==> src/hdl/uuenc_pkg.sv <==
package uuenc_pkg;

	localparam int unsigned GROUP_BITS = 6;
	localparam int unsigned CHAR_BITS  = 7;

	localparam logic [CHAR_BITS-1:0] ZERO_CHAR   = 7'd96;
	localparam logic [CHAR_BITS-1:0] CHAR_OFFSET = 7'd32;

	// leftover bit counts the encoder can hold
	typedef enum logic [1:0] {
		LEFT_NONE = 2'd0,
		LEFT_TWO  = 2'd1,
		LEFT_FOUR = 2'd2
	} left_cnt_t;

	typedef struct packed {
		logic [CHAR_BITS-1:0] code;
		logic                 last;
	} char_beat_t;

	function automatic logic [CHAR_BITS-1:0] group_to_char(input logic [GROUP_BITS-1:0] g);
		logic [CHAR_BITS-1:0] c;
		if (g == '0) begin
			c = ZERO_CHAR;
		end else begin
			c = {1'b0, g} + CHAR_OFFSET;
		end
		return c;
	endfunction

endpackage

==> src/hdl/uu_char_stream_encoder_core.sv <==
// Channel | Direction | Handshake           | Payload
// input   | in        | in_valid / in_stall  | data_byte[7:0], end_of_message
// output  | out       | out_valid / out_stall| code_char[6:0], last_char
//
// A byte is registered, then encoded into one or two characters once the buffer has room for two.
// Characters drain through a four-entry buffer, one per cycle while out_stall is low;
// the single output port limits the sustained byte rate.
// A byte passes the input register and then the buffer before its first character leaves.
// Reset (arst_n low) empties the buffer and clears the leftover bits.
// A stalled output backs up into the buffer and then into in_stall.
module uu_char_stream_encoder_core
	import uuenc_pkg::*;
(
	input  logic                 clk,
	input  logic                 arst_n,
	input  logic                 in_valid,
	output logic                 in_stall,
	input  logic [7:0]           data_byte,
	input  logic                 end_of_message,
	output logic                 out_valid,
	input  logic                 out_stall,
	output logic [CHAR_BITS-1:0] code_char,
	output logic                 last_char
);

	localparam int unsigned BUF_DEPTH = 4;
	localparam int unsigned PTR_BITS  = $clog2(BUF_DEPTH);
	localparam int unsigned CNT_BITS  = $clog2(BUF_DEPTH + 1);

	logic                 valid_s1;
	logic [7:0]           byte_s1;
	logic                 eom_s1;

	logic [3:0]           left_bits_q;
	left_cnt_t            left_cnt_q;

	char_beat_t           buf_q [BUF_DEPTH];
	logic [PTR_BITS-1:0]  wr_ptr_q;
	logic [PTR_BITS-1:0]  rd_ptr_q;
	logic [CNT_BITS-1:0]  count_q;

	logic                 push;
	logic                 pop;
	logic                 two_chars;
	logic [GROUP_BITS-1:0] grp0;
	logic [GROUP_BITS-1:0] grp1;
	logic [3:0]           next_bits;
	left_cnt_t            next_cnt;
	logic [CNT_BITS-1:0]  push_n;

	// encode the registered byte against the leftover bits
	always_comb begin
		grp0      = byte_s1[7:2];
		grp1      = {byte_s1[1:0], 4'b0000};
		two_chars = eom_s1;
		next_bits = {2'b00, byte_s1[1:0]};
		next_cnt  = LEFT_TWO;
		case (left_cnt_q)
			LEFT_NONE: begin
				grp0      = byte_s1[7:2];
				grp1      = {byte_s1[1:0], 4'b0000};
				two_chars = eom_s1;
				next_bits = {2'b00, byte_s1[1:0]};
				next_cnt  = LEFT_TWO;
			end
			LEFT_TWO: begin
				grp0      = {left_bits_q[1:0], byte_s1[7:4]};
				grp1      = {byte_s1[3:0], 2'b00};
				two_chars = eom_s1;
				next_bits = byte_s1[3:0];
				next_cnt  = LEFT_FOUR;
			end
			LEFT_FOUR: begin
				grp0      = {left_bits_q[3:0], byte_s1[7:6]};
				grp1      = byte_s1[5:0];
				two_chars = 1'b1;
				next_bits = 4'b0000;
				next_cnt  = LEFT_NONE;
			end
			default: begin
				grp0      = byte_s1[7:2];
				grp1      = {byte_s1[1:0], 4'b0000};
				two_chars = eom_s1;
				next_bits = {2'b00, byte_s1[1:0]};
				next_cnt  = LEFT_TWO;
			end
		endcase
		if (eom_s1) begin
			next_bits = 4'b0000;
			next_cnt  = LEFT_NONE;
		end
	end

	// room for two characters is needed before a byte moves on
	assign push     = valid_s1 && (count_q <= CNT_BITS'(BUF_DEPTH - 2));
	assign in_stall = valid_s1 && !push;
	assign pop      = out_valid && !out_stall;
	assign push_n   = push ? (two_chars ? CNT_BITS'(2) : CNT_BITS'(1)) : '0;

	assign out_valid = (count_q != '0);
	assign code_char = buf_q[rd_ptr_q].code;
	assign last_char = buf_q[rd_ptr_q].last;

	always_ff @(posedge clk or negedge arst_n) begin
		if (!arst_n) begin
			valid_s1    <= 1'b0;
			left_bits_q <= '0;
			left_cnt_q  <= LEFT_NONE;
			wr_ptr_q    <= '0;
			rd_ptr_q    <= '0;
			count_q     <= '0;
		end else begin
			if (!in_stall) begin
				valid_s1 <= in_valid;
			end
			if (push) begin
				left_bits_q <= next_bits;
				left_cnt_q  <= next_cnt;
				wr_ptr_q    <= wr_ptr_q + (two_chars ? PTR_BITS'(2) : PTR_BITS'(1));
			end
			if (pop) begin
				rd_ptr_q <= rd_ptr_q + PTR_BITS'(1);
			end
			count_q <= count_q + push_n - (pop ? CNT_BITS'(1) : CNT_BITS'(0));
		end
	end

	// payload: hold the byte while stalled, write characters on push
	always_ff @(posedge clk) begin
		if (!in_stall && in_valid) begin
			byte_s1 <= data_byte;
			eom_s1  <= end_of_message;
		end
		if (push) begin
			buf_q[wr_ptr_q].code <= group_to_char(grp0);
			buf_q[wr_ptr_q].last <= 1'b0;
			if (two_chars) begin
				buf_q[wr_ptr_q + PTR_BITS'(1)].code <= group_to_char(grp1);
				buf_q[wr_ptr_q + PTR_BITS'(1)].last <= eom_s1;
			end
		end
	end

endmodule

==> config.mk <==
export PLATFORM = sky130hd
export DESIGN_NAME = uu_char_stream_encoder_core
export DESIGN_NICKNAME = d
export VERILOG_FILES = /design/src/hdl/uuenc_pkg.sv /design/src/hdl/uu_char_stream_encoder_core.sv
export SDC_FILE = /design/constraint.sdc
export NUM_CORES = 1
export LEC_CHECK = 0
export ABC_AREA = 1
export BUFFER_PORTS_ARGS = -buffer_cell sky130_fd_sc_hd__buf_4
export CORE_MARGIN = 2
export CORE_UTILIZATION = 60
export CTS_BUF_LIST = sky130_fd_sc_hd__clkbuf_2
export DETAILED_ROUTE_END_ITERATION = 7
export PLACE_DENSITY = 0.8
export SKIP_LAST_GASP = 1
export SLEW_MARGIN = 20
export SYNTH_ARGS = -nofsm -noshare
export SYNTH_HDL_FRONTEND = slang
export SYNTH_SLANG_ARGS = --single-unit
export TNS_END_PERCENT = 10
==> constraint.sdc <==
create_clock -name clk -period 4.1 [get_ports clk]
set_input_delay 0.615 -clock clk [delete_from_list [all_inputs] [get_ports clk]]
set_output_delay 0.615 -clock clk [all_outputs]
set_load 0.05 [all_outputs]
Yosys cells after proc, flatten, opt, wreduce, memory -nomap -nowiden
Memory sizes are Yosys's and may differ from the RTL's.
Index checks and enable logic that the tools add are counted.
{ "totals": {"regBits": 23, "mem_bits_rw": 32, "inputBits": 13, "out_inout_bits": 10, "elab_cells": 50, "memories": 1} }
{ "classes": {"add_sub_neg": 7, "magnitude_cmp": 1, "n_eq_ne": 2, "n_mux": 21, "n_reduce_logical": 10} }
{ "mem_list": {"columns": ["memory", "words", "width", "rd", "rd_clocked_by_memory_dff", "wr", "line", "source"], "rows": [
  ["buf_q", 4, 8, 1, 0, 2, "uu_char_stream_encoder_core.sv:37", "char_beat_t buf_q [BUF_DEPTH];"]
]} }
{ "op_table": {"columns": ["operator", "n"], "rows": [
  ["7-bit 2-to-1 mux", 5],
  ["6-bit one-hot mux with 2 select lines", 2],
  ["6-bit by 6-bit adder with 7-bit output, second input constant", 2],
  ["6-bit zero test", 2],
  ["2-bit 2-to-1 mux", 4],
  ["4-bit one-hot mux with 2 select lines", 1],
  ["1-bit 2-to-1 mux", 7],
  ["2-bit by 1-bit adder with 2-bit output, second input constant", 2],
  ["1-bit logical AND", 4],
  ["4-bit 2-to-1 mux", 1],
  ["2-bit one-hot mux with 2 select lines", 1],
  ["3-bit by 2-bit adder with 3-bit output", 1],
  ["3-bit by 2-bit <= comparator with 1-bit output, second input constant", 1],
  ["1-bit zero test", 3],
  ["3-bit nonzero test", 1],
  ["3-bit by 1-bit subtractor with 3-bit output", 1],
  ["2-bit adder", 1],
  ["2-bit by 1-bit equality test with 1-bit output, second input constant", 1],
  ["2-bit equality test, second input constant", 1]
]} }

Depth between registers and ports, before layout
{ "logic_depth": {"ltp_word": 6, "ltp_mapped": 11} }

Least setup slack after synthesis
No wires, ideal clock.
{ "synth_timing": {"kind": "register -> output", "start": "reg rd_ptr_q[0]", "end": "out code_char[4]", "t_arrival_ps": 1638, "slack_ps": 1847, "stages_incl_launch_ff": 6, "cell_sequence": "dfrtp_1 -> buf_2 -> inv_1 -> buf_2 -> o21ai_0 -> o22ai_1"} }
{ "synth_via": {"elab_chain_cells": 1} }
{ "synth_lines": {"columns": ["item", "line", "source"], "rows": [
  ["from (decl)", "uu_char_stream_encoder_core.sv:39", "logic [PTR_BITS-1:0] rd_ptr_q;"],
  ["from (signal assigned)", "uu_char_stream_encoder_core.sv:122", "rd_ptr_q <= rd_ptr_q + PTR_BITS'(1);"],
  ["memory read 4 x 8 bit", null, null],
  ["to (decl)", "uu_char_stream_encoder_core.sv:22", "output logic [CHAR_BITS-1:0] code_char,"]
]} }
No other way between the ends.

Worst setup path in the final report
{ "layout_timing": {"start": "reg rd_ptr_q[0]", "end": "out code_char[1]"} }
The elaborated chain is that of the path after synthesis.

==> qor.json <==
{
  "pre_cts_ws": {"value": 1550, "unit": "ps"},
  "critical_path.reg2reg.startpoint": {"value": "count_q[2]"},
  "synth_edf_count": {"value": 41},
  "yosysSeqAreaShare": {"value": 0.564},
  "setup-violations-final": {"value": 0},
  "critical_path_class": {"value": "register to output pin"},
  "cts.repair_timing.setup_buffer_count": {"value": 0},
  "cts_max_path_buffers": {"value": 2},
  "synth-async-reset-ratio": {"value": 0.255},
  "synthesis.nets": {"value": 332},
  "die_width": {"value": 72.4, "unit": "microns"},
  "vdd.ir_drop.worst": {"value": 593, "unit": "uV"},
  "first_pass_iters": {"value": 5},
  "synth_top_cells_by_count": {"value": "80 x nand2_1, 48 x o21ai_0, 41 x edfxtp_1, 36 x nor2_1, 26 x inv_1"},
  "placement.cell_area": {"value": 3030, "unit": "sq um"},
  "synth-compound-area-share": {"value": 0.128},
  "p_per_area": {"value": 884, "unit": "nW/um^2"},
  "grt.total_usage": {"value": 0.233},
  "wl_per_cell": {"value": 13.8, "unit": "microns"},
  "final_cells": {"value": 392},
  "fp-row-count": {"value": 24},
  "post_synth_mux_area_share": {"value": 0},
  "detailedRoute.firstIterationViolations": {"value": 217},
  "io-pin-count": {"value": 23},
  "power.switching": {"value": 0.00129, "unit": "W"},
  "route.antenna.remaining_nets": {"value": 0},
  "via_per_instance_ratio": {"value": 5.52},
  "type_of_the_tightest_min_delay_check": {"value": "input pin to register"},
  "netlist-cell-type-count": {"value": 25},
  "finalHoldWorstSlack": {"value": 335, "unit": "ps"},
  "total_die_area": {"value": 5240, "unit": "sq um"},
  "timing.setup.tns": {"value": 0, "unit": "ps"},
  "max_cap_violations": {"value": 0},
  "syn_inst": {"value": 312},
  "synth-simple-area-share": {"value": 0.202},
  "root_buffer": {"value": "clkbuf_2"},
  "met2_routing_resource_usage_after_global_routing": {"value": 0.392},
  "hpwl": {"value": 4010, "unit": "microns"},
  "grt_start_max_net_pins": {"value": 20},
  "grt_pass1_wl": {"value": 9270, "unit": "microns"},
  "synth_top_cells_by_area": {"value": "edfxtp_1 44%, dfrtp_1 12%, nand2_1 11%, o21ai_0 8.6%, nor2_1 4.8%"},
  "grt_antenna_before_repair": {"value": 0},
  "synthAdderAreaFrac": {"value": 0.0339},
  "cts.reportedPaths.clkPinSlew": {"value": 230, "unit": "ps"},
  "power.sequential.fraction": {"value": 0.374},
  "routed_wl": {"value": 5430, "unit": "microns"},
  "r2r_slack": {"value": 1480, "unit": "ps"},
  "worst_setup_path_startpoint": {"value": "rd_ptr_q[0]"},
  "power.share.combinational": {"value": 0.528},
  "syn_area_per_cell": {"value": 8.99, "unit": "sq um"},
  "layout.nets": {"value": 359},
  "use_met1": {"value": 0.305},
  "run_status": {"value": "completed"},
  "sw_frac_of_total": {"value": 0.471},
  "core_area": {"value": 4410, "unit": "sq um"},
  "rr_endpoint": {"value": "count_q[2]"},
  "crit_path_max_fanout": {"value": 19},
  "gr-usage-met3": {"value": 0.0500},
  "post_cts_resize_count": {"value": 0},
  "area.growth.synth_to_final": {"value": 10.7, "unit": "%"},
  "cts_tree": {"value": "done"},
  "cts_htree_levels": {"value": 2},
  "grt.overflow.total": {"value": 0},
  "synth_top_cell_by_area": {"value": "edfxtp_1"},
  "worst-slew-pin-transition": {"value": 652, "unit": "ps"},
  "stdcell_area": {"value": 3100, "unit": "sq um"},
  "static_leak": {"value": 1.31, "unit": "nW"},
  "synth.top_cell.area_share": {"value": 0.439},
  "place.port_buffers": {"value": 22},
  "timing.fmax": {"value": 357, "unit": "MHz"},
  "total_clock_buffers_created_by_cts": {"value": 5},
  "syn_area": {"value": 2800, "unit": "sq um"},
  "diodes": {"value": 0},
  "finalCriticalPeriod": {"value": 2800, "unit": "ps"},
  "yosys_warnings": {"value": 0},
  "numPlacedInstances": {"value": 383},
  "initial_core_util": {"value": 0.635},
  "post_route_cells_drive_above_1_share": {"value": 0.138},
  "slew_headroom": {"value": 0.564},
  "clk_network_pwr_share": {"value": 0.098},
  "gpl.final_weighted_congestion": {"value": 0.891},
  "via_count_of_the_first_global_routing_pass": {"value": 2032},
  "synthXorXnorAreaFrac": {"value": 0.0156},
  "kind_of_start_point_of_the_critical_path": {"value": "register"},
  "timing.final.hold_violations": {"value": 0},
  "remaining_drc_errors": {"value": 0},
  "cell_internal_pwr": {"value": 0.00145, "unit": "W"},
  "synth_top_family_by_area": {"value": "simple AND/OR/NAND/NOR gates"},
  "finalCritPeriodShare": {"value": 0.683},
  "setup_ws": {"value": 1300, "unit": "ps"},
  "cp.arrival": {"value": 2180, "unit": "ps"},
  "worst_path_required": {"value": 3480, "unit": "ps"},
  "clkSinkCount": {"value": 55},
  "detailroute.via_count": {"value": 2162},
  "worst-r2r-cell-count": {"value": 11},
  "min-delay-start": {"value": "data_byte[1]"},
  "skew": {"value": 39.5, "unit": "ps"},
  "timing_max_transition_violations_final": {"value": 0},
  "post-synth-top-count-cell": {"value": "nand2_1"},
  "crit_end": {"value": "code_char[1]"},
  "worst_skew_pair.late_latency": {"value": 460, "unit": "ps"},
  "ys_seq_elements": {"value": 55},
  "global_route.peak_usage_layer": {"value": "met2"},
  "synth-main-ff-cell": {"value": "edfxtp_1"},
  "timing.critical_path.to_type": {"value": "output pin"},
  "dieHeight": {"value": 72.4, "unit": "microns"},
  "rsz0062_at_grt": {"value": "no"}
}
[metal layers]
| metal | wire, microns | part of all wire | vias to the layer above |
|---|---|---|---|
| met1 | 2430 | 0.45 | 982 |
| met3 | 259 | 0.048 | 13 |
| li1 | - | - | 1097 |
| met2 | 2640 | 0.49 | 70 |
| met5 | 0 | 0 | - |
| met4 | 97 | 0.018 | 0 |
[cell usage in the layout, fill, tap and decap left out]
master         instances
nand2_1               80
o21ai_0               48
edfxtp_1              41
nor2_1                36
inv_1                 26
buf_4                 26
nand3_1               17
dfrtp_1               14
o22ai_1                8
inv_2                  6
ha_1                   6
clkbuf_2               6
a21oi_1                5
xor2_1                 4
o21ai_2                2
o21ai_1                2
nand2_2                2
o31ai_1                2
or2_0                  1
nor2_2                 1
nand3_2                1
nor2_4                 1
xnor2_1                1
fa_1                   1
clkinvlp_4             1
bufinv_16              1
dlygate4sd3_1          1
[per-stage QoR]
step / utilization / power (W)
6_report: 0.703 / 0.00274
5_1_grt: 0.703 / 0.00295
4_1_cts: 0.703 / 0.00275
3_5_place_dp: 0.685 / 0.00249
3_3_place_gp: 0.685 / 0.00244
2_1_floorplan: - / 0.00210
[power groups by stage]
stage / registers (W) / clock network (W) / logic (W)
4_1_cts: 0.00102 / 0.000274 / 0.00146
2_1_floorplan: 0.000986 / 0 / 0.00111
3_3_place_gp: 0.00103 / 0 / 0.00140
3_5_place_dp: 0.00104 / 0 / 0.00145
6_report: 0.00103 / 0.000268 / 0.00145
5_1_grt: 0.00105 / 0.000296 / 0.00160
[worst max-delay path, cell delays in order, from the launching register on]
cell and delay, ps:
dfrtp_1 770, inv_1 380, o21ai_0 300, o22ai_1 110
buf_4 200
[flip-flops by register name (all words and copies together) (netlist names)]
signal	flops
count_q	3
byte_s1	8
valid_s1	1
wr_ptr_q	2
buf_q	32
rd_ptr_q	2
eom_s1	1
left_cnt_q	2
left_bits_q	4
[cell families after synthesis]
family | count (synthesis)
AOI/OAI and AO/OA | 67
xor gates and xnor gates | 5
adders and majority gates | 7
buffers and inverters | 39
DFF | 55
and+or+nand+nor | 139
[how the worst min path moves through the flow]
stage                     cells after the start         end
after global routing                          1  byte_s1[7]
after floorplan                               0  count_q[0]
after global placement                        1  count_q[1]
after detailed placement                      1    valid_s1
final                                         1  byte_s1[1]
after CTS                                     1  byte_s1[3]
[area by class of cell]
class | instances | area, sq um
sequential | 55 | 1580
multi-input combinational | 218 | 1060
clock inverter | 2 | 37.5
clock buffer | 6 | 30.0
timing repair buffer | 27 | 205
inverter | 32 | 120
tap | 52 | 65.1
fill | 357 | 1310
[timing repair]
item | 4_1_cts | 5_1_grt
setup endpoints to repair | 0 | 0
hold buffers | 1 | 0
endpoints found under the hold margin | 14 | 0
Power figures use the tool's default switching activity.
